$ cat config.mk
export PLATFORM = sky130hd
export DESIGN_NAME = bmp24_stream_decoder
export DESIGN_NICKNAME = d
export VERILOG_FILES = /design/src/hdl/bmp24_pkg.sv /design/src/hdl/bmp24_stream_decoder.sv /design/src/hdl/bmp24_parser.sv
export SDC_FILE = /design/constraint.sdc
export NUM_CORES = 1
export LEC_CHECK = 0
export ABC_AREA = 1
export BUFFER_PORTS_ARGS = -buffer_cell sky130_fd_sc_hd__buf_2
export CAP_MARGIN = 20
export CORE_MARGIN = 2
export CORE_UTILIZATION = 50
export CTS_BUF_LIST = sky130_fd_sc_hd__clkbuf_4 sky130_fd_sc_hd__clkbuf_8
export DETAILED_ROUTE_END_ITERATION = 16
export MAX_ROUTING_LAYER = met4
export PLACE_DENSITY = 0.72
export SETUP_SLACK_MARGIN = 0.05
export SLEW_MARGIN = 20
export SYNTH_ARGS = -nofsm -noshare
export SYNTH_HDL_FRONTEND = slang
export SYNTH_SLANG_ARGS = --single-unit
$ cat constraint.sdc
create_clock -name clk -period 3.5 [get_ports clk]
set_clock_uncertainty 0.2 [all_clocks]
set_input_delay 0.7 -clock clk [delete_from_list [all_inputs] [get_ports clk]]
set_output_delay 0.7 -clock clk [all_outputs]
set_load 0.05 [all_outputs]
$ cat src/hdl/bmp24_pkg.sv
`timescale 1ns / 1ps
// ----------------------------------------------------------------------------
// bmp24_pkg
// Shared types and constants of the 24-bit BMP stream decoder.
// ----------------------------------------------------------------------------
package bmp24_pkg;

  localparam int unsigned MAX_DIMENSION = 4096;

  localparam logic [7:0] CHAR_B = 8'h42;
  localparam logic [7:0] CHAR_M = 8'h4D;

  localparam logic [31:0] MIN_INFO_SIZE  = 32'd40;
  localparam logic [15:0] BITS_PER_PIXEL = 16'd24;
  localparam logic [31:0] HEADER_BYTES   = 32'd54;

  localparam logic [31:0] POS_SIG0      = 32'd0;
  localparam logic [31:0] POS_SIG1      = 32'd1;
  localparam logic [31:0] POS_OFFSET    = 32'd13;
  localparam logic [31:0] POS_INFO_SIZE = 32'd17;
  localparam logic [31:0] POS_WIDTH     = 32'd21;
  localparam logic [31:0] POS_HEIGHT    = 32'd25;
  localparam logic [31:0] POS_DEPTH     = 32'd29;
  localparam logic [31:0] POS_COMPRESS  = 32'd33;
  localparam logic [31:0] POS_LAST      = 32'd53;

  localparam logic       KIND_PIXEL = 1'b0;
  localparam logic       KIND_ERROR = 1'b1;

  localparam logic [2:0] ERR_NONE      = 3'd0;
  localparam logic [2:0] ERR_SIGNATURE = 3'd1;
  localparam logic [2:0] ERR_FORMAT    = 3'd2;
  localparam logic [2:0] ERR_DIMENSION = 3'd3;
  localparam logic [2:0] ERR_TRUNCATED = 3'd4;

  localparam logic       REG_KEY_ENABLE = 1'b0;
  localparam logic       REG_KEY_COLOR  = 1'b1;

  localparam logic [7:0] ALPHA_OPAQUE = 8'hFF;
  localparam logic [7:0] ALPHA_CLEAR  = 8'h00;

  typedef struct packed {
    logic        result_kind;
    logic [11:0] pixel_x;
    logic [11:0] pixel_y;
    logic [7:0]  red;
    logic [7:0]  green;
    logic [7:0]  blue;
    logic [7:0]  alpha;
    logic [12:0] image_width;
    logic [12:0] image_height;
    logic [2:0]  error_code;
    logic        frame_done;
  } result_t;

endpackage

$ cat src/hdl/bmp24_stream_decoder.sv
`timescale 1ns / 1ps
// ----------------------------------------------------------------------------
// bmp24_stream_decoder
// Streaming decoder for uncompressed 24-bit BMP files, one byte per item.
// A result is registered in the output entry, or in the skid entry on a stall.
// Throughput: one byte per cycle unless in_stall; parse state updates in a single pass.
// A two-entry output register with skid entry keeps input and output apart.
// Synchronous active-low reset clears the parser, the output and the key.
// ----------------------------------------------------------------------------
module bmp24_stream_decoder (
  input  logic        clk,
  input  logic        rst_n,
  input  logic        in_valid,
  output logic        in_stall,
  input  logic [7:0]  in_data_byte,
  input  logic        in_end_of_file,
  output logic        out_valid,
  input  logic        out_stall,
  output logic        out_result_kind,
  output logic [11:0] out_pixel_x,
  output logic [11:0] out_pixel_y,
  output logic [7:0]  out_red,
  output logic [7:0]  out_green,
  output logic [7:0]  out_blue,
  output logic [7:0]  out_alpha,
  output logic [12:0] out_image_width,
  output logic [12:0] out_image_height,
  output logic [2:0]  out_error_code,
  output logic        out_frame_done,
  input  logic        cfg_valid,
  output logic        cfg_ready,
  input  logic        cfg_index,
  input  logic [23:0] cfg_data
);

  logic               key_enable_r;
  logic [23:0]        key_color_r;
  logic               accept;
  logic               res_valid;
  bmp24_pkg::result_t res;
  logic               out_valid_r;
  bmp24_pkg::result_t out_r;
  logic               skid_valid_r;
  bmp24_pkg::result_t skid_r;

  assign cfg_ready = 1'b1;
  assign in_stall  = skid_valid_r;
  assign accept    = in_valid && !skid_valid_r;

  always_ff @(posedge clk) begin
    if (!rst_n) begin
      key_enable_r <= 1'b0;
      key_color_r  <= '0;
    end else if (cfg_valid && cfg_ready) begin
      unique case (cfg_index)
        bmp24_pkg::REG_KEY_ENABLE: key_enable_r <= cfg_data[0];
        bmp24_pkg::REG_KEY_COLOR:  key_color_r  <= cfg_data;
        default: begin
        end
      endcase
    end
  end

  bmp24_parser u_parser (
    .clk         (clk),
    .rst_n       (rst_n),
    .accept      (accept),
    .data_byte   (in_data_byte),
    .end_of_file (in_end_of_file),
    .key_enable  (key_enable_r),
    .key_color   (key_color_r),
    .res_valid   (res_valid),
    .res         (res)
  );

  always_ff @(posedge clk) begin
    if (!rst_n) begin
      out_valid_r  <= 1'b0;
      skid_valid_r <= 1'b0;
      out_r        <= '0;
      skid_r       <= '0;
    end else if (skid_valid_r) begin
      if (!out_stall) begin
        out_r        <= skid_r;
        skid_valid_r <= 1'b0;
      end
    end else if (!out_valid_r || !out_stall) begin
      out_valid_r <= accept && res_valid;
      if (accept && res_valid) begin
        out_r <= res;
      end
    end else if (accept && res_valid) begin
      skid_r       <= res;
      skid_valid_r <= 1'b1;
    end
  end

  assign out_valid        = out_valid_r;
  assign out_result_kind  = out_r.result_kind;
  assign out_pixel_x      = out_r.pixel_x;
  assign out_pixel_y      = out_r.pixel_y;
  assign out_red          = out_r.red;
  assign out_green        = out_r.green;
  assign out_blue         = out_r.blue;
  assign out_alpha        = out_r.alpha;
  assign out_image_width  = out_r.image_width;
  assign out_image_height = out_r.image_height;
  assign out_error_code   = out_r.error_code;
  assign out_frame_done   = out_r.frame_done;

endmodule

$ cat src/hdl/bmp24_parser.sv
`timescale 1ns / 1ps
// ----------------------------------------------------------------------------
// bmp24_parser
// Header parser and pixel assembler. Updates the parse state for each
// accepted byte and produces at most one result for it.
// ----------------------------------------------------------------------------
module bmp24_parser (
  input  logic                clk,
  input  logic                rst_n,
  input  logic                accept,
  input  logic [7:0]          data_byte,
  input  logic                end_of_file,
  input  logic                key_enable,
  input  logic [23:0]         key_color,
  output logic                res_valid,
  output bmp24_pkg::result_t  res
);

  typedef enum logic [5:0] {
    PH_HEADER = 6'b000001,
    PH_SKIP   = 6'b000010,
    PH_PIXELS = 6'b000100,
    PH_TAIL   = 6'b001000,
    PH_DONE   = 6'b010000,
    PH_ERROR  = 6'b100000
  } phase_t;

  phase_t      phase_r, phase_nxt;
  logic [31:0] fpos_r, fpos_nxt;
  logic [31:0] offset_r, offset_nxt;
  logic [31:0] shift_r, shift_nxt;
  logic [12:0] width_r, width_nxt;
  logic        hneg_r, hneg_nxt;
  logic [12:0] habs_r, habs_nxt;
  logic        hok_r, hok_nxt;
  logic [2:0]  fmt_r, fmt_nxt;
  logic [11:0] col_r, col_nxt;
  logic [11:0] row_r, row_nxt;
  logic [1:0]  comp_r, comp_nxt;
  logic [1:0]  pad_r, pad_nxt;
  logic [7:0]  blue_r, blue_nxt;
  logic [7:0]  green_r, green_nxt;

  logic [31:0] habs_full;
  logic [12:0] col_inc;
  logic [12:0] row_inc;
  logic [12:0] y_full;

  always_comb begin
    phase_nxt  = phase_r;
    fpos_nxt   = fpos_r;
    offset_nxt = offset_r;
    shift_nxt  = shift_r;
    width_nxt  = width_r;
    hneg_nxt   = hneg_r;
    habs_nxt   = habs_r;
    hok_nxt    = hok_r;
    fmt_nxt    = fmt_r;
    col_nxt    = col_r;
    row_nxt    = row_r;
    comp_nxt   = comp_r;
    pad_nxt    = pad_r;
    blue_nxt   = blue_r;
    green_nxt  = green_r;
    res_valid  = 1'b0;
    res        = '0;

    habs_full = shift_nxt;
    col_inc   = {1'b0, col_r} + 13'd1;
    row_inc   = {1'b0, row_r} + 13'd1;
    y_full    = habs_r - 13'd1 - {1'b0, row_r};

    unique case (phase_r)
      PH_HEADER: begin
        shift_nxt = {data_byte, shift_r[31:8]};
        fpos_nxt  = fpos_r + 32'd1;
        habs_full = shift_nxt[31] ? (32'd0 - shift_nxt) : shift_nxt;
        if ((fpos_r == bmp24_pkg::POS_SIG0 && data_byte != bmp24_pkg::CHAR_B) ||
            (fpos_r == bmp24_pkg::POS_SIG1 && data_byte != bmp24_pkg::CHAR_M)) begin
          res_valid        = 1'b1;
          res.result_kind  = bmp24_pkg::KIND_ERROR;
          res.error_code   = bmp24_pkg::ERR_SIGNATURE;
          phase_nxt        = PH_ERROR;
        end else begin
          if (fpos_r == bmp24_pkg::POS_OFFSET) begin
            offset_nxt = shift_nxt;
          end
          if (fpos_r == bmp24_pkg::POS_INFO_SIZE && shift_nxt >= bmp24_pkg::MIN_INFO_SIZE) begin
            fmt_nxt[0] = 1'b1;
          end
          if (fpos_r == bmp24_pkg::POS_WIDTH) begin
            width_nxt = (shift_nxt >= 32'd1 && shift_nxt <= 32'(bmp24_pkg::MAX_DIMENSION)) ?
                        shift_nxt[12:0] : 13'd0;
          end
          if (fpos_r == bmp24_pkg::POS_HEIGHT) begin
            hneg_nxt = shift_nxt[31];
            habs_nxt = habs_full[12:0];
            hok_nxt  = (habs_full != 32'd0) && (habs_full <= 32'(bmp24_pkg::MAX_DIMENSION));
          end
          if (fpos_r == bmp24_pkg::POS_DEPTH && shift_nxt[31:16] == bmp24_pkg::BITS_PER_PIXEL) begin
            fmt_nxt[1] = 1'b1;
          end
          if (fpos_r == bmp24_pkg::POS_COMPRESS && shift_nxt == 32'd0) begin
            fmt_nxt[2] = 1'b1;
          end
          if (fpos_r == bmp24_pkg::POS_LAST) begin
            if (fmt_r != 3'b111 || offset_r < bmp24_pkg::HEADER_BYTES) begin
              res_valid       = 1'b1;
              res.result_kind = bmp24_pkg::KIND_ERROR;
              res.error_code  = bmp24_pkg::ERR_FORMAT;
              phase_nxt       = PH_ERROR;
            end else if (width_r == 13'd0 || !hok_r) begin
              res_valid       = 1'b1;
              res.result_kind = bmp24_pkg::KIND_ERROR;
              res.error_code  = bmp24_pkg::ERR_DIMENSION;
              phase_nxt       = PH_ERROR;
            end else begin
              phase_nxt = (offset_r == bmp24_pkg::HEADER_BYTES) ? PH_PIXELS : PH_SKIP;
            end
          end
        end
      end
      PH_SKIP: begin
        fpos_nxt = fpos_r + 32'd1;
        if (fpos_nxt == offset_r) begin
          phase_nxt = PH_PIXELS;
        end
      end
      PH_PIXELS: begin
        if (pad_r != 2'd0) begin
          pad_nxt = pad_r - 2'd1;
        end else begin
          unique case (comp_r)
            2'd0: begin
              blue_nxt = data_byte;
              comp_nxt = 2'd1;
            end
            2'd1: begin
              green_nxt = data_byte;
              comp_nxt  = 2'd2;
            end
            default: begin
              comp_nxt         = 2'd0;
              res_valid        = 1'b1;
              res.result_kind  = bmp24_pkg::KIND_PIXEL;
              res.pixel_x      = col_r;
              res.pixel_y      = hneg_r ? row_r : y_full[11:0];
              res.red          = data_byte;
              res.green        = green_r;
              res.blue         = blue_r;
              res.alpha        = (key_enable && {data_byte, green_r, blue_r} == key_color) ?
                                 bmp24_pkg::ALPHA_CLEAR : bmp24_pkg::ALPHA_OPAQUE;
              res.image_width  = width_r;
              res.image_height = habs_r;
              res.error_code   = bmp24_pkg::ERR_NONE;
              col_nxt          = col_inc[11:0];
              if (col_inc >= width_r) begin
                col_nxt = 12'd0;
                pad_nxt = width_r[1:0];
                row_nxt = row_inc[11:0];
                if (row_inc >= habs_r) begin
                  res.frame_done = 1'b1;
                  phase_nxt      = (width_r[1:0] != 2'd0) ? PH_TAIL : PH_DONE;
                end
              end
            end
          endcase
        end
      end
      PH_TAIL: begin
        pad_nxt = pad_r - 2'd1;
        if (pad_r == 2'd1) begin
          phase_nxt = PH_DONE;
        end
      end
      PH_DONE, PH_ERROR: begin
      end
      default: begin
        phase_nxt = PH_ERROR;
      end
    endcase

    if (end_of_file) begin
      if (phase_nxt != PH_DONE && phase_nxt != PH_ERROR) begin
        res_valid       = 1'b1;
        res             = '0;
        res.result_kind = bmp24_pkg::KIND_ERROR;
        res.error_code  = bmp24_pkg::ERR_TRUNCATED;
      end
      phase_nxt  = PH_HEADER;
      fpos_nxt   = '0;
      offset_nxt = '0;
      shift_nxt  = '0;
      width_nxt  = '0;
      hneg_nxt   = 1'b0;
      habs_nxt   = '0;
      hok_nxt    = 1'b0;
      fmt_nxt    = '0;
      col_nxt    = '0;
      row_nxt    = '0;
      comp_nxt   = '0;
      pad_nxt    = '0;
      blue_nxt   = '0;
      green_nxt  = '0;
    end
  end

  always_ff @(posedge clk) begin
    if (!rst_n) begin
      phase_r  <= PH_HEADER;
      fpos_r   <= '0;
      offset_r <= '0;
      shift_r  <= '0;
      width_r  <= '0;
      hneg_r   <= 1'b0;
      habs_r   <= '0;
      hok_r    <= 1'b0;
      fmt_r    <= '0;
      col_r    <= '0;
      row_r    <= '0;
      comp_r   <= '0;
      pad_r    <= '0;
      blue_r   <= '0;
      green_r  <= '0;
    end else if (accept) begin
      phase_r  <= phase_nxt;
      fpos_r   <= fpos_nxt;
      offset_r <= offset_nxt;
      shift_r  <= shift_nxt;
      width_r  <= width_nxt;
      hneg_r   <= hneg_nxt;
      habs_r   <= habs_nxt;
      hok_r    <= hok_nxt;
      fmt_r    <= fmt_nxt;
      col_r    <= col_nxt;
      row_r    <= row_nxt;
      comp_r   <= comp_nxt;
      pad_r    <= pad_nxt;
      blue_r   <= blue_nxt;
      green_r  <= green_nxt;
    end
  end

endmodule
==> flow_summary.yaml <==
run_status:
  status: "complete, but fails checks"
  violations: "setup timing"
clocking:
  cts_tree: "done"
  clockBufferDepth: 3
  cts_buffers: 61
  h-tree-depth: 2
  cts_root_buf: "clkbuf_8"
  cts_sinks: 356
  clk_transition_reported_paths_ns: 0.07
  clk-insertion-delay-late_ns: 0.68
setup_path:
  reg2reg_setup_slack_ns: -0.44
  timing.critical_path.from: "u_parser.col_r[0]$_SDFFE_PN0P_"
  timing.rr.end: "skid_r[11]$_SDFFE_PN0P_"
  arrival_time_reported_for_the_critical_path_endpoint_ns: 4.34
  setup.worst_path.class: "register to register"
  timing.reg2reg.worst_path_depth: 25
  worstSetupStartpointType: "register"
  critical_path_required_ns: 3.89
  cp_max_fo: 6
  critical_path.reg2reg.startpoint: "u_parser.col_r[0]$_SDFFE_PN0P_"
  setup.worst_path.end_class: "register"
floorplanning:
  die_h_um: 207
  floorplan.io_pins: 129
  initial_core_util_pct: 50.6
  placeableCoreArea_mm2: 0.0408
  dieWidth_um: 207
  num_rows: 74
  die_outline_area_mm2: 0.0429
timing:
  final.hold.worst_slack_ns: 0.0911
  timing.slew.headroom_pct: 21.1
  timing.fmax_mhz: 253
  period_minus_slack_ns: 3.94
  final_max_slew_viol_count: 0
  fin_ws_ns: -0.445
  worstMarginPinSlew_ns: 1.17
  final-hold-violation-count: 0
  rsz0062_at_grt: "true"
  setup_viol: 165
  min_period_over_period_pct: 113
placement:
  routabilityCongestion: 0.965
  port_buffers: 127
  dp.final_hpwl_um: 48300
  placed_area_mm2: 0.0223
  place_inst: 3939
global_routing:
  grt_pass1_vias: 20500
  grt_overflow: 0
  grt_start_max_net_pins: 125
  initial_antenna_violation_count: 0
  grt_first_pass_wirelength_um: 110000
  gr-usage-all-layers_pct: 32.3
logic_synthesis:
  synth_edf_count: 0
  dominant_synthesized_flop_cell: "dfxtp_1"
  syn_avg_cell_area_um2: 6.19
  ys_async_sr_fraction_pct: 0
  synth_cells: 3333
  yosysUniqueCellTypes: 47
  mapped_nets: 3419
  synth_seq_area_share_pct: 34.5
  ys.warnings.count: 0
  seq_cells_post_synth: 356
  synth_area_mm2: 0.0206
route:
  postRouteWirelength_um: 73200
  detailedRoute.firstIterationViolations: 2064
  dr_total_vias: 22800
  number_of_design_rule_violations_left_after_detail_routing: 0
  per_cell_via_count_in_the_routed_design: 5.55
  postRouteAntennaNets: 0
  drt_first_pass_iters: 6
  wl_per_cell_um: 17.8
worst_hold_path:
  hold_path_startpoint: "cfg_data[14]"
  min_delay_path_depth: 3
  whs_endpoint: "key_color_r[14]$_SDFFE_PN0P_"
  hold_path_class: "input pin to register"
power:
  total_power_mw: 11.3
  leakage_power_summed_over_all_cells_nw: 12.0
  p_per_area_mw_per_mm2: 442
  power.ir.vdd_worst_mv: 0.274
finish:
  drive_above_1_share_pct: 18.0
  layout.cell_area.non_filler_mm2: 0.0255
  final_cell_count_no_fill: 4104
  finish.net_count: 3615
  areaGrowthSynthToFinish_pct: 23.5
  antenna-diode-count: 0
run:
  drv.max_cap_violation_count: 0
power breakdown:
group          internal [mW]  switching, mW
sequential              4.30          0.189
clock                   2.20           1.81
combinational          0.885           1.89
total                   7.39           3.88
worst max-delay path, cell delays in order, from the launching register on:
cell	delay, ns
dfxtp_4	0.39
ha_4	0.17
nand3_4	0.10
nor3_4	0.25
nand2_2	0.09
nor2_4	0.15
buf_4	0.16
xor2_4	0.20
ha_4	0.24
nand2_1	0.06
inv_1	0.06
nand2_1	0.09
a21oi_2	0.05
nor2_1	0.10
nand3_1	0.14
nand4_1	0.18
nor2_2	0.06
nor2_2	0.12
nand3_4	0.11
nand2_4	0.12
nand3_4	0.16
inv_8	0.13
buf_12	0.16
clkbuf_16	0.18
nand2_1	0.06
a21oi_1	0.12
worst max path at each step:
stage                              endpoint  slack, ns  depth (start not counted)
floorplan           skid_r[68]$_SDFFE_PN0P_       0.06                         25
global placement     skid_r[0]$_SDFFE_PN0P_      -0.41                         29
detailed placement  skid_r[20]$_SDFFE_PN0P_      -0.49                         28
CTS                 skid_r[57]$_SDFFE_PN0P_      -0.28                         24
global route        skid_r[81]$_SDFFE_PN0P_      -0.65                         25
finish              skid_r[11]$_SDFFE_PN0P_      -0.44                         25
registers in the layout (all words and copies together), names as in the netlist, 13 cells and up:
register and cells:
u_parser.shift_r 24, out_image_width 13, out_image_height 13, u_parser.fpos_r 32, key_color_r 24, u_parser.width_r 13, u_parser.habs_r 13, u_parser.offset_r 32
skid_r 80
cell families after synthesis:
| kind of cell | after synthesis | synth area share, % |
|---|---|---|
| AOI/OAI and AO/OA | 468 | 12.2 |
| xor gates and xnor gates | 60 | 2.61 |
| adders and majority gates | 47 | 2.89 |
| buffers and inverters | 587 | 11.3 |
| DFF | 356 | 34.5 |
| other | 1 | 0.0182 |
| and+or+nand+nor | 1814 | 36.5 |
layer usage:
metal  GRT usage [%]  part of all wire [%]  vias up
met5               -                     0        -
met4            13.3                   4.8        0
met3            3.59                   6.7      228
met2            52.7                    47      961
met1            40.8                    42    10500
li1                -                     -    11100
through the flow:
| stage | TNS [ns] | setup WS [ns] | utilization [%] |
|---|---|---|---|
| 3_3_place_gp | -51.68 | -0.413 | 54.5 |
| 6_report | -58.84 | -0.445 | 62.5 |
| 4_1_cts | -37.89 | -0.282 | 59.9 |
| 5_1_grt | -96.89 | -0.649 | 62.5 |
| 3_5_place_dp | -63.23 | -0.490 | 54.5 |
| 2_1_floorplan | 0 | 0.0555 | - |
cell usage in the layout, fill, tap and decap left out, types with 22 or more instances in the layout:
master and count:
nand2_1 800, nor2_1 487, inv_1 393, dfxtp_1 349, nand3_1 241, a21oi_1 209, o21ai_0 134, buf_2 126
buf_4 123, nand4_1 106, clkbuf_8 76, a21oi_2 54, nand2_2 47, xor2_1 45, a211oi_1 43, ha_1 38
nor2_2 30, nand2_4 23, nor3_1 22
cell usage after synthesis, types with 2 or more instances:
cell type,n,area share [%]
dfxtp_1,356,35
o211ai_1,4,0.15
nor2_1,525,9.5
buf_6,5,0.27
nor4_1,10,0.30
xor2_1,49,2.1
or2_2,5,0.15
o2111ai_1,3,0.13
nand4_1,106,3.2
nand2_1,869,16
o21ai_0,139,3.4
nand3_2,2,0.097
nand3_1,252,6.1
and3_1,3,0.091
buf_1,14,0.25
ha_1,46,2.8
nor3_1,27,0.65
clkinv_1,3,0.055
nand3b_1,8,0.29
nand2_2,2,0.061
inv_1,399,7.3
o22ai_1,5,0.15
buf_2,40,0.97
a211oi_1,43,1.6
inv_2,7,0.13
a21oi_1,262,6.4
clkbuf_1,109,2.0
a21oi_2,2,0.085
buf_4,10,0.36
o21ai_1,2,0.048
xnor2_1,10,0.42
layout make-up:
cell class,count,area (µm²)
clock buffer,94,1180
inverter,409,1550
sequential,356,7140
fill,3751,15300
multi-input combinational,2391,12200
timing repair buffer,310,2720
tap,532,666
clock inverter,12,90.1
repair_timing:
action,4_1_cts,5_1_grt
hold buffers,0,0
setup buffers,27,10
endpoints found under the setup margin,169,190
gates resized for setup,130,175
pin swaps,43,62
cloned,11,14
No activity file was read; power rests on OpenSTA's default activity.
